**config.mk**
```make
export PLATFORM = sky130hd
export DESIGN_NAME = integer_to_base26_chars_core
export DESIGN_NICKNAME = d
export VERILOG_FILES = /design/src/rtl/b26_pkg.sv /design/src/rtl/integer_to_base26_chars_core.sv /design/src/rtl/b26_fifo.sv /design/src/rtl/b26_conv.sv /design/src/rtl/b26_emit.sv
export SDC_FILE = /design/constraint.sdc
export NUM_CORES = 1
export LEC_CHECK = 0
export BUFFER_PORTS_ARGS = -buffer_cell sky130_fd_sc_hd__clkbuf_2
export CORE_UTILIZATION = 30
export DETAILED_ROUTE_END_ITERATION = 7
export PLACE_DENSITY_LB_ADDON = 0.08
export SKIP_CTS_REPAIR_TIMING = 1
export SLEW_MARGIN = 20
export SYNTH_ARGS = -nofsm -noshare
export SYNTH_HDL_FRONTEND = slang
export SYNTH_HIERARCHICAL = 1
export SYNTH_SLANG_ARGS = --single-unit
```
**constraint.sdc**
```tcl
create_clock -name clk_i -period 11 [get_ports clk_i]
set_input_delay 0.55 -clock clk_i [delete_from_list [all_inputs] [get_ports clk_i]]
set_output_delay 0.55 -clock clk_i [all_outputs]
set_load 0.1 [all_outputs]
```
**src/rtl/b26_pkg.sv**
```systemverilog
package b26_pkg;

  // fixed field widths
  localparam int unsigned ValW     = 64;
  localparam int unsigned CharW    = 8;
  localparam int unsigned MinDigW  = 6;

  // base-26 digit row: 26^14 > 2^64, so fourteen digits always suffice
  localparam int unsigned Radix    = 26;
  localparam int unsigned DigW     = 5;
  localparam int unsigned NumDig   = 14;
  localparam int unsigned DigIdxW  = 4;
  localparam int unsigned CntW     = 4;

  // converter shifts this many value bits into the digit row per cycle
  localparam int unsigned BitsPerStep = 4;
  localparam int unsigned NumSteps    = ValW / BitsPerStep;
  localparam int unsigned StepCntW    = 4;

  // hand-off queue between converter and emitter
  localparam int unsigned FifoDepth = 2;
  localparam int unsigned FifoPtrW  = 1;
  localparam int unsigned FifoCntW  = 2;

  // character codes and register file
  localparam logic [CharW-1:0] MinusCode  = 8'd45;
  localparam logic [CharW-1:0] AlphaReset = 8'd97;
  localparam int unsigned      CfgAddrW   = 3;
  localparam int unsigned      CfgDataW   = 32;
  localparam logic             RegAlpha   = 1'b0;
  localparam logic             RegMinDig  = 1'b1;

  typedef logic [DigW-1:0] digit_t;

  typedef struct packed {
    digit_t [NumDig-1:0] digits;
    logic [CntW-1:0]     count;
    logic                neg;
  } conv_item_t;

  // one doubling step of a base-26 digit cell: returns {carry out, new digit};
  // the carry out depends on the old digit only, never on the carry in
  function automatic logic [DigW:0] dbl_digit(digit_t d, logic cin);
    logic          carry;
    logic [DigW:0] twice;
    digit_t        res;
    carry = (d >= digit_t'(Radix / 2));
    twice = {d, 1'b0};
    if (carry) begin
      twice = twice - (DigW + 1)'(Radix);
    end
    res = twice[DigW-1:0] + digit_t'(cin);
    return {carry, res};
  endfunction

endpackage

```
**src/rtl/integer_to_base26_chars_core.sv**
```systemverilog
// flow: the converter shifts a taken value 4 bits at a time through the 14-digit base-26
//   cell row and takes no new value until it hands that one off (it may take the next one as
//   it hands off); the emitter gives one character per cycle while the receiver pops
// reset: rst_ni asynchronous, active low; queues empty, alphabet_base = 97, min_digits = 0
module integer_to_base26_chars_core import b26_pkg::*; #(
  parameter int unsigned MAX_CHARS = 40
) (
  input  logic                clk_i,
  input  logic                rst_ni,
  // value side
  input  logic                push,
  output logic                full,
  input  logic [ValW-1:0]     value_i,
  input  logic                is_signed_i,
  // character side
  input  logic                pop,
  output logic                empty,
  output logic [CharW-1:0]    char_code_o,
  output logic                last_o,
  // register port
  input  logic                psel,
  input  logic                penable,
  input  logic                pwrite,
  input  logic [CfgAddrW-1:0] paddr,
  input  logic [CfgDataW-1:0] pwdata,
  output logic [CfgDataW-1:0] prdata,
  output logic                pready
);

  // register file: byte address 4 * index, index in the top address bit
  logic [CharW-1:0]   alpha_q;
  logic [MinDigW-1:0] min_dig_q;
  logic               cfg_wr;
  logic               reg_sel;

  assign pready  = 1'b1;
  assign reg_sel = paddr[CfgAddrW-1];
  assign cfg_wr  = psel && penable && pwrite && pready;

  always_ff @(posedge clk_i or negedge rst_ni) begin
    if (!rst_ni) begin
      alpha_q   <= AlphaReset;
      min_dig_q <= '0;
    end else if (cfg_wr) begin
      unique case (reg_sel)
        RegAlpha:  alpha_q   <= pwdata[CharW-1:0];
        RegMinDig: min_dig_q <= pwdata[MinDigW-1:0];
        default:   alpha_q   <= alpha_q;
      endcase
    end
  end

  always_comb begin
    unique case (reg_sel)
      RegAlpha:  prdata = CfgDataW'(alpha_q);
      RegMinDig: prdata = CfgDataW'(min_dig_q);
      default:   prdata = '0;
    endcase
  end

  // front: negate, then binary to base-26 digit row
  conv_item_t conv_item, fifo_item;
  logic       fifo_push, fifo_full, fifo_pop, fifo_empty;

  b26_conv u_conv (
    .clk_i       (clk_i),
    .rst_ni      (rst_ni),
    .push_i      (push),
    .value_i     (value_i),
    .is_signed_i (is_signed_i),
    .full_o      (full),
    .fifo_full_i (fifo_full),
    .fifo_push_o (fifo_push),
    .item_o      (conv_item)
  );

  // two converted items can wait while a long run drains
  b26_fifo u_fifo (
    .clk_i   (clk_i),
    .rst_ni  (rst_ni),
    .push_i  (fifo_push),
    .data_i  (conv_item),
    .full_o  (fifo_full),
    .pop_i   (fifo_pop),
    .empty_o (fifo_empty),
    .data_o  (fifo_item)
  );

  // back: sign, padding and digits out of a registered output stage
  b26_emit #(
    .MAX_CHARS (MAX_CHARS)
  ) u_emit (
    .clk_i        (clk_i),
    .rst_ni       (rst_ni),
    .fifo_empty_i (fifo_empty),
    .item_i       (fifo_item),
    .fifo_pop_o   (fifo_pop),
    .alpha_i      (alpha_q),
    .min_digits_i (min_dig_q),
    .pop_i        (pop),
    .empty_o      (empty),
    .char_code_o  (char_code_o),
    .last_o       (last_o)
  );

`ifndef NO_ASSERTIONS
  // a run never breaks up: after a character that is not the last, the next one is ready
  a_run_unbroken: assert property (@(posedge clk_i) disable iff (!rst_ni)
    pop && !empty && !last_o |=> !empty)
    else $error("gap inside a character run");

  // a taken value keeps the converter busy in the next cycle
  a_conv_busy: assert property (@(posedge clk_i) disable iff (!rst_ni)
    push && !full |=> full)
    else $error("converter free right after taking a value");

  // an item drawn from the queue is loaded into the run registers, then a character shows at the output register
  a_load_emits: assert property (@(posedge clk_i) disable iff (!rst_ni)
    fifo_pop |-> ##2 !empty)
    else $error("loaded item produced no character");
`endif

endmodule

```
**src/rtl/b26_fifo.sv**
```systemverilog
module b26_fifo import b26_pkg::*; (
  input  logic       clk_i,
  input  logic       rst_ni,
  input  logic       push_i,
  input  conv_item_t data_i,
  output logic       full_o,
  input  logic       pop_i,
  output logic       empty_o,
  output conv_item_t data_o
);

  conv_item_t [FifoDepth-1:0] mem_q;
  logic [FifoPtrW-1:0] wr_ptr_q, wr_ptr_d;
  logic [FifoPtrW-1:0] rd_ptr_q, rd_ptr_d;
  logic [FifoCntW-1:0] cnt_q, cnt_d;
  logic                do_push, do_pop;

  assign full_o  = (cnt_q == FifoCntW'(FifoDepth));
  assign empty_o = (cnt_q == '0);
  assign data_o  = mem_q[rd_ptr_q];
  assign do_push = push_i && !full_o;
  assign do_pop  = pop_i && !empty_o;

  always_comb begin
    wr_ptr_d = do_push ? wr_ptr_q + 1'b1 : wr_ptr_q;
    rd_ptr_d = do_pop ? rd_ptr_q + 1'b1 : rd_ptr_q;
    cnt_d    = cnt_q + FifoCntW'(do_push) - FifoCntW'(do_pop);
  end

  always_ff @(posedge clk_i or negedge rst_ni) begin
    if (!rst_ni) begin
      wr_ptr_q <= '0;
      rd_ptr_q <= '0;
      cnt_q    <= '0;
    end else begin
      wr_ptr_q <= wr_ptr_d;
      rd_ptr_q <= rd_ptr_d;
      cnt_q    <= cnt_d;
    end
  end

  always_ff @(posedge clk_i) begin
    if (do_push) begin
      mem_q[wr_ptr_q] <= data_i;
    end
  end

endmodule

```
**src/rtl/b26_conv.sv**
```systemverilog
module b26_conv import b26_pkg::*; (
  input  logic             clk_i,
  input  logic             rst_ni,
  input  logic             push_i,
  input  logic [ValW-1:0]  value_i,
  input  logic             is_signed_i,
  output logic             full_o,
  input  logic             fifo_full_i,
  output logic             fifo_push_o,
  output conv_item_t       item_o
);

  localparam logic [1:0] StIdle = 2'd0;
  localparam logic [1:0] StConv = 2'd1;
  localparam logic [1:0] StDone = 2'd2;

  logic [1:0]          state_q, state_d;
  logic [ValW-1:0]     mag_q, mag_d;
  digit_t [NumDig-1:0] digits_q, digits_d, digits_step;
  logic                neg_q, neg_d;
  logic [StepCntW-1:0] step_q, step_d;
  logic                accept, in_neg;
  logic [CntW-1:0]     count;

  assign fifo_push_o = (state_q == StDone) && !fifo_full_i;
  assign full_o      = !((state_q == StIdle) || fifo_push_o);
  assign accept      = push_i && !full_o;
  assign in_neg      = is_signed_i && value_i[ValW-1];

  // shift the top value bits into the digit row, msb first
  always_comb begin
    logic [DigW:0] dbl_res;
    logic          c;
    digits_step = digits_q;
    for (int s = 0; s < BitsPerStep; s++) begin
      c = mag_q[ValW-1-s];
      for (int i = 0; i < NumDig; i++) begin
        dbl_res        = dbl_digit(digits_step[i], c);
        c              = dbl_res[DigW];
        digits_step[i] = dbl_res[DigW-1:0];
      end
    end
  end

  // significant digit count, at least one
  always_comb begin
    count = CntW'(1);
    for (int i = 1; i < NumDig; i++) begin
      if (digits_q[i] != '0) begin
        count = CntW'(i + 1);
      end
    end
  end

  assign item_o.digits = digits_q;
  assign item_o.count  = count;
  assign item_o.neg    = neg_q;

  always_comb begin
    state_d  = state_q;
    mag_d    = mag_q;
    digits_d = digits_q;
    neg_d    = neg_q;
    step_d   = step_q;
    if (accept) begin
      mag_d    = in_neg ? ValW'(0) - value_i : value_i;
      neg_d    = in_neg;
      digits_d = '0;
      step_d   = '0;
    end
    unique case (state_q)
      StIdle: begin
        if (accept) begin
          state_d = StConv;
        end
      end
      StConv: begin
        mag_d    = mag_q << BitsPerStep;
        digits_d = digits_step;
        step_d   = step_q + 1'b1;
        if (step_q == StepCntW'(NumSteps - 1)) begin
          state_d = StDone;
        end
      end
      StDone: begin
        if (fifo_push_o) begin
          state_d = accept ? StConv : StIdle;
        end
      end
      default: begin
        state_d = StIdle;
      end
    endcase
  end

  always_ff @(posedge clk_i or negedge rst_ni) begin
    if (!rst_ni) begin
      state_q <= StIdle;
      step_q  <= '0;
      neg_q   <= 1'b0;
    end else begin
      state_q <= state_d;
      step_q  <= step_d;
      neg_q   <= neg_d;
    end
  end

  always_ff @(posedge clk_i) begin
    mag_q    <= mag_d;
    digits_q <= digits_d;
  end

endmodule

```
**src/rtl/b26_emit.sv**
```systemverilog
module b26_emit import b26_pkg::*; #(
  parameter int unsigned MAX_CHARS = 40
) (
  input  logic               clk_i,
  input  logic               rst_ni,
  input  logic               fifo_empty_i,
  input  conv_item_t         item_i,
  output logic               fifo_pop_o,
  input  logic [CharW-1:0]   alpha_i,
  input  logic [MinDigW-1:0] min_digits_i,
  input  logic               pop_i,
  output logic               empty_o,
  output logic [CharW-1:0]   char_code_o,
  output logic               last_o
);

  localparam int unsigned RemW = $clog2(MAX_CHARS);
  localparam int unsigned TotW = (RemW > MinDigW) ? RemW : MinDigW;
  localparam logic [TotW-1:0] CapDigits = TotW'(MAX_CHARS - 1);

  logic                out_valid_q, out_valid_d;
  logic [CharW-1:0]    char_q, char_d;
  logic                last_q, last_d;
  logic                sign_q, sign_d;
  logic [RemW-1:0]     rem_q, rem_d;
  digit_t [NumDig-1:0] digits_q, digits_d;
  logic [CntW-1:0]     count_q, count_d;

  logic                busy, adv, emit, in_digits;
  logic [RemW-1:0]     idx;
  logic [TotW-1:0]     tot;
  digit_t              dsel;

  assign busy       = sign_q || (rem_q != '0);
  assign adv        = !out_valid_q || pop_i;
  assign emit       = adv && busy;
  assign fifo_pop_o = !busy && !fifo_empty_i;
  assign idx        = rem_q - 1'b1;
  assign in_digits  = (idx < RemW'(count_q));
  assign dsel       = digits_q[idx[DigIdxW-1:0]];

  // digit characters of the next run: padded up, capped so the sign still fits
  always_comb begin
    tot = TotW'(item_i.count);
    if (TotW'(min_digits_i) > tot) begin
      tot = TotW'(min_digits_i);
    end
    if (tot > CapDigits) begin
      tot = CapDigits;
    end
  end

  always_comb begin
    out_valid_d = adv ? busy : out_valid_q;
    char_d      = char_q;
    last_d      = last_q;
    sign_d      = sign_q;
    rem_d       = rem_q;
    digits_d    = digits_q;
    count_d     = count_q;
    if (emit) begin
      if (sign_q) begin
        char_d = MinusCode;
        last_d = 1'b0;
        sign_d = 1'b0;
      end else begin
        char_d = in_digits ? alpha_i + CharW'(dsel) : alpha_i;
        last_d = (rem_q == RemW'(1));
        rem_d  = idx;
      end
    end
    if (fifo_pop_o) begin
      digits_d = item_i.digits;
      count_d  = item_i.count;
      sign_d   = item_i.neg;
      rem_d    = RemW'(tot);
    end
  end

  always_ff @(posedge clk_i or negedge rst_ni) begin
    if (!rst_ni) begin
      out_valid_q <= 1'b0;
      sign_q      <= 1'b0;
      rem_q       <= '0;
    end else begin
      out_valid_q <= out_valid_d;
      sign_q      <= sign_d;
      rem_q       <= rem_d;
    end
  end

  always_ff @(posedge clk_i) begin
    char_q   <= char_d;
    last_q   <= last_d;
    digits_q <= digits_d;
    count_q  <= count_d;
  end

  assign empty_o     = !out_valid_q;
  assign char_code_o = char_q;
  assign last_o      = last_q;

endmodule

```
==> results of run 1 <==
==> cells by family (layout without fill, tap and decap cells) <==
| kind of cell | after synthesis | after routing | share of synthesized area [%] |
|---|---|---|---|
| DFF | 400 | 400 | 44.4 |
| other | 2 | 26 | 0.0282 |
| adders and majority gates | 117 | 117 | 5.50 |
| xor gates and xnor gates | 115 | 115 | 3.81 |
| and+or+nand+nor | 736 | 736 | 13.9 |
| muxes | 186 | 186 | 8.85 |
| AOI/OAI and AO/OA | 733 | 733 | 19.4 |
| buffers and inverters | 238 | 325 | 4.14 |
==> routing by layer <==
metal / global-route usage, % / vias up / part of all wire (%) / routed length (um)
met3: 1.89 / 77 / 3.4 / 2290
met1: 20.6 / 9762 / 50 / 33400
met2: 23.2 / 352 / 45 / 30200
li1: - / 9708 / - / -
met4: 3.56 / 0 / 1.8 / 1230
met5: 0 / - / 0 / 0
==> area by class of cell <==
| cell class | instances | area [um^2] |
|---|---|---|
| Sequential cell | 400 | 11800 |
| Fill cell | 8841 | 57700 |
| Tap cell | 1155 | 1450 |
| Timing Repair Buffer | 116 | 623 |
| Inverter | 119 | 453 |
| Multi-Input combinational cell | 1912 | 13800 |
| Clock buffer | 68 | 1300 |
| Antenna cell | 1 | 2.50 |
| Clock inverter | 22 | 193 |
==> flip-flops by register name, summed over array words and instances (netlist names) <==
register	cells
alpha_q	8
min_dig_q	6
u_conv/item_o	70
u_conv/mag_q	64
u_conv/neg_q	1
u_conv/state_q	2
u_conv/step_q	4
u_emit/char_code_o	8
u_emit/count_q	4
u_emit/digits_q	70
u_emit/last_o	1
u_emit/out_valid_q	1
u_emit/rem_q	6
u_emit/sign_q	1
u_fifo/cnt_q	2
u_fifo/mem_q	150
u_fifo/rd_ptr_q	1
u_fifo/wr_ptr_q	1
==> metrics by stage <==
step | area [um^2] | hold slack (ns) | util [%] | std cells
5_1_grt | 29600 | 0.140 | 34.0 | 3792
3_3_place_gp | 28100 | 0.463 | 32.2 | 3702
2_1_floorplan | 26700 | 0.254 | - | 2550
3_5_place_dp | 28100 | 0.469 | 32.2 | 3702
6_report | 29600 | 0.0963 | 34.0 | 3793
4_1_cts | 29600 | 0.116 | 33.9 | 3792
==> worst paths after layout <==
kind	end	cells past startpoint	start	slack, ns
min reg2reg	u_conv/mag_q[1]	2	u_conv/mag_q[1]	0.48
min	min_dig_q[2]	1	rst_ni	0.1
max reg2reg	u_conv/item_o[27]	20	u_conv/item_o[21]	5.64
min in group clk_i	u_emit/out_valid_q	2	pop	0.16
max in group asynchronous	u_fifo/rd_ptr_q	1	rst_ni	10.23
max	u_conv/item_o[27]	20	u_conv/item_o[21]	5.64
==> layout by cell type (no fill, tap or decap), types with 11 or more instances in the layout <==
master and instances:
o2111ai_1 11, nor2_1 190, dfrtp_1 29, clkbuf_16 48
xor2_1 42, conb_1 25, a21o_1 27, mux4_2 15
clkbuf_1 18, o31ai_1 30, buf_4 17, clkbuf_2 98
o21ai_1 14, a211oi_1 31, edfxtp_1 363, ha_1 113
and2_1 24, inv_1 110, mux2i_1 52, nor4b_1 11
o211a_1 14, nand2b_1 27, nand2_1 193, or3_1 31
a21oi_1 144, o211ai_1 26, nand4_1 15, mux2_4 41
mux2_2 76, nor2b_1 28, or2_2 14, a31oi_1 41
o21a_1 19, o21ai_0 179, nor3_1 61, xnor2_1 72
nand3_1 56
==> impl_metrics.csv, run 1 <==
group,metric,value,unit
cts,cts_max_path_buffers,3,
synth,synth_top_area_share,41.0,%
global_routing,gr-total-overflow,0,
drt,route.detailed.drc,0,
floorplan,start_util,30.5,%
critical_path,slowest_delay,0.54,ns
timing,setup_viol,0,
critical_path,crit_type,"reg2reg",
cts,numCtsBuffers,48,
critical_path,crit_buf_inv,3,
synth,synth.distinct_cells,131,
floorplan,die_y,300,um
cts,clk_pin_slew,0.06,ns
critical_path,slowest_stage,"edfxtp_1",
synth,yosysWarnings,6,
hold_path,holdCritPathClass,"in2async",
timing,layout_setup_ws,5.64,ns
synth,netlist_instances,2527,
synth,synthTopCellsByArea,"edfxtp_1 (41%), ha_1 (5.3%), o21ai_0 (3.4%)",
place,portBuffers,99,
cts,cts.sinks,400,
synth,synth.ff_latch_count,400,
drt,first_pass_iters,8,
synth,syn_area,0.0266,mm^2
synth,postSynthAreaPerCell,10.5,um^2
run,maxCapViolations,0,
cts,cts_tree,"yes",
drt,drt-total-wl,67200,um
synth,yosys.area.top_type,"edfxtp_1",
global_routing,antenna_found_initial,0,
layout,drive_above_1_share,16.3,%
floorplan,num_rows,108,
global_routing,grt_pass1_vias,19300,
timing,clock_skew,0.0153,ns
place,globalplace.congestion,0.804,
critical_path,cp.arrival,5.75,ns
place,dpl.hpwl,48400,um
floorplan,dieWidth,300,um
global_routing,grt_max_degree,72,
floorplan,dieArea,0.0899,mm^2
synth,yosysMostFrequentCell,"edfxtp_1",
synth,ys_async_sr_fraction,8.25,%
timing,slew_headroom,35.3,%
synth,ys_top_cells_by_count,"edfxtp_1 (363), nand2_1 (195), nor2_1 (191), o21ai_0 (179), a21oi_1 (144)",
layout,fin_nets,2818,
critical_path,cp-start-kind,"flop",
critical_path,critPathCaptureType,"flop",
place,place_ws,5.64,ns
cts,worst_skew_pair.late_latency,0.59,ns
critical_path,crit_path_max_fanout,10,
synth,synth-main-ff-cell,"edfxtp_1",
synth,ys_seq_area_share,44.4,%
timing,rsz0062_at_grt,"no",
timing,timing.fmax,187,MHz
cts,htree_levels,2,
drt,initialDrtViolationCount,1283,
timing,slew_viol_final,0,
floorplan,core-area,0.0873,mm^2
drt,wl_per_cell,17.7,um
critical_path,crit_family,"compound AO/OA/AOI/OAI gates",
critical_path,crit_path_cell_trace,"inv_1, ha_1, o311a_1, nor2_1, a21oi_1, nand2_1, nand2_1, inv_1, xnor2_1, ha_1, nor2_1, a22oi_1, or3_1, xnor2_1, inv_1, ha_1, o31a_1, a21oi_2, nor2_1, a211oi_1",
cts,cts-root-buf,"clkbuf_16",
critical_path,worstPathRequired,11.39,ns
run_status,outcome,"complete, no violations",
timing,period_share,48.7,%
global_routing,grt_pass1_wl,106000,um
timing,fin_setup_tns,0,ns
drt,antenna_left,0,
global_routing,grt.total_usage,14.5,%
timing,period_needed,5.36,ns
drt,vias,19900,
layout,area_delta_synth_final,11.4,%
synth,synth_edf_count,363,
drt,vias_per_cell,5.25,
timing,worst_pin_slew,0.957,ns
floorplan,io_pins,151,
timing,finalHoldViolations,0,
Power of run 1 is not shown: default switching activity piles up to over one toggle a cycle in this logic, so the estimate is an artifact.
==> run 2, diff against run 1 <==
--- a/config.mk
+++ b/config.mk
@@ -5,6 +5,7 @@
 export SDC_FILE = /design/constraint.sdc
 export NUM_CORES = 1
 export LEC_CHECK = 0
+export ABC_AREA = 1
 export BUFFER_PORTS_ARGS = -buffer_cell sky130_fd_sc_hd__clkbuf_2
 export CORE_UTILIZATION = 30
 export DETAILED_ROUTE_END_ITERATION = 7
==> constraint.sdc (replaced) <==
create_clock -name clk_i -period 4.95 [get_ports clk_i]
set_input_delay 0.2475 -clock clk_i [delete_from_list [all_inputs] [get_ports clk_i]]
set_output_delay 0.2475 -clock clk_i [all_outputs]
set_load 0.1 [all_outputs]
==> impl_metrics.csv, run 2 <==
group,metric,value,unit
timing,period_needed,3.97,ns
synth,syn_area,0.0259,mm^2
timing,timing.fmax,252,MHz
floorplan,dieArea,0.0874,mm^2
layout,diodes,0,
critical_path,crit_path_max_fanout,7,
run_status,outcome,"complete, but fails checks",
drt,wl_per_cell,15.3,um
layout,final_common_cell,"nand2_1",
synth,synth_top_area_share,42.1,%
timing,slew_viol_final,0,
cts,cts_max_path_buffers,3,
synth,netlist_instances,3185,
global_routing,grt.total_usage,15.7,%
layout,post-route-util,34.5,%
synth,ys_async_sr_fraction,8.25,%
layout,largest_reg_flops,150,
synth,synth-main-ff-cell,"edfxtp_1",
global_routing,grt_pass1_wl,110000,um
drt,initialDrtViolationCount,1134,
layout,final_area,0.0295,mm^2
place,dpl.hpwl,49400,um
run_status,violations,"hold timing",
drt,first_pass_iters,5,
floorplan,dieWidth,296,um
critical_path,slowest_stage,"edfxtp_1",
cts,cts.sinks,400,
global_routing,gr-total-overflow,0,
global_routing,antenna_found_initial,1,
drt,vias_per_cell,4.67,
timing,whs,-0.00943,ns
critical_path,cp.arrival,4.30,ns
cts,worst_skew_pair.late_latency,0.58,ns
timing,worst_pin_slew,1.03,ns
global_routing,grt_pass1_vias,20500,
layout,stdcell_count,4482,
floorplan,die_y,296,um
critical_path,slowest_delay,0.50,ns
critical_path,worstPathRequired,5.28,ns
synth,yosys.area.top_type,"edfxtp_1",
drt,drt-total-wl,68400,um
synth,ys_top_cells_by_count,"nand2_1 (991), edfxtp_1 (363), inv_1 (348), nand3_1 (281), nor2_1 (243)",
layout,most-common-layout-cells,"nand2_1 (990), edfxtp_1 (363), inv_1 (347)",
floorplan,num_rows,107,
floorplan,start_util,30.3,%
synth,yosysMostFrequentCell,"nand2_1",
cts,htree_levels,2,
timing,slew_headroom,31.6,%
place,portBuffers,99,
synth,synth.distinct_cells,69,
floorplan,core-area,0.0853,mm^2
drt,vias,20900,
drt,route.detailed.drc,0,
timing,rsz0062_at_grt,"no",
critical_path,critPathCaptureType,"flop",
layout,area_delta_synth_final,13.8,%
place,dpl_cell_area,0.0276,mm^2
layout,regMostFlops,"u_fifo/mem_q",
timing,clock_skew,0.0157,ns
synth,synth_edf_count,363,
critical_path,crit_type,"reg2reg",
run,maxCapViolations,0,
cts,cts-root-buf,"clkbuf_16",
cts,clk_pin_slew,0.06,ns
global_routing,grt_max_degree,68,
layout,drive_above_1_share,12.6,%
layout,fin_nets,3521,
cts,cts_tree,"yes",
synth,yosysWarnings,6,
drt,antenna_left,0,
timing,setup_viol,0,
cts,numCtsBuffers,49,
synth,postSynthAreaPerCell,8.13,um^2
critical_path,cp-start-kind,"flop",
hold_path,holdCritPathClass,"in2reg",
timing,fin_setup_tns,0,ns
synth,synth.ff_latch_count,400,
place,globalplace.congestion,0.832,
floorplan,io_pins,151,
synth,synthTopCellsByArea,"edfxtp_1 (42%), nand2_1 (14%), ha_1 (5.5%)",
timing,finalHoldViolations,1,
place,place_inst,4381,
timing,period_share,80.2,%
synth,ys_seq_area_share,45.6,%
## run 2: cell types whose count changed in the layout (fill, tap and decap cells not counted), sizes merged, moves of 38 or more
cell,delta
a31oi,-38
inv,+266
mux2,-118
mux2i,-53
nand2,+875
nand3,+268
nand4,+38
nor2,+62
xnor2,-50
## run 2: logic make-up (layout without fill, tap and decap cells)
group                      Yosys count  count (layout)  share of synthesized area, %
adders and majority gates          114             114                          5.54
AOI/OAI and AO/OA                  342             342                          7.55
and+or+nand+nor                   1773            1773                          30.8
xor gates and xnor gates            75              75                          2.65
other                                2              25                        0.0290
buffers and inverters              479             609                          7.81
DFF                                400             400                          45.6
## run 2: per-stage QoR
| step | setup WS (ns) | hold WS, ns |
|---|---|---|
| final | 0.979 | -0.00943 |
| after global routing | 0.568 | 0.0131 |
| after CTS | 1.01 | -0.249 |
| after detailed placement | 1.04 | 0.379 |
| after global placement | 1.06 | 0.373 |
| after floorplan | 0.570 | -0.0481 |
## run 2: worst paths after layout
| path | slack (ns) | startpoint | cells after the start | to |
|---|---|---|---|---|
| hold reg to reg | 0.47 | u_conv/state_q[0] | 1 | u_conv/state_q[1] |
| min in group asynchronous | 0.30 | rst_ni | 3 | alpha_q[7] |
| setup reg to reg | 0.98 | u_conv/item_o[10] | 25 | u_conv/item_o[11] |
| max in group asynchronous | 4.20 | rst_ni | 3 | u_fifo/rd_ptr_q |
| setup / recovery | 0.98 | u_conv/item_o[10] | 25 | u_conv/item_o[11] |
| hold / removal | -0.009 | value_i[3] | 3 | u_conv/mag_q[3] |
## run 2: per-layer routing
| layer | vias to the layer above | global-route usage [%] | part of all wire [%] |
|---|---|---|---|
| li1 | 10700 | - | - |
| met4 | 2 | 4.16 | 2.1 |
| met2 | 403 | 28.7 | 50 |
| met1 | 9724 | 19.3 | 44 |
| met3 | 85 | 1.93 | 3.9 |
| met5 | - | 0 | 0.019 |
## run 2: critical path: cells and delay by family, from the launching register on
kind	cells	cell delay (ns)
and+or+nand+nor	15	1.60
adders and majority gates	3	0.61
buffers and inverters	5	0.57
DFF	1	0.50
AOI/OAI and AO/OA	2	0.42
## run 2: cell type report
| class | instances | area, um^2 |
|---|---|---|
| clock buffer | 59 | 1270 |
| fill | 8807 | 55800 |
| sequential | 400 | 11800 |
| multi-input combinational | 2329 | 12200 |
| clock inverter | 30 | 507 |
| inverter | 386 | 1450 |
| tap | 1144 | 1430 |
| timing repair buffer | 134 | 813 |
Power of run 2 is left out for the same reason.
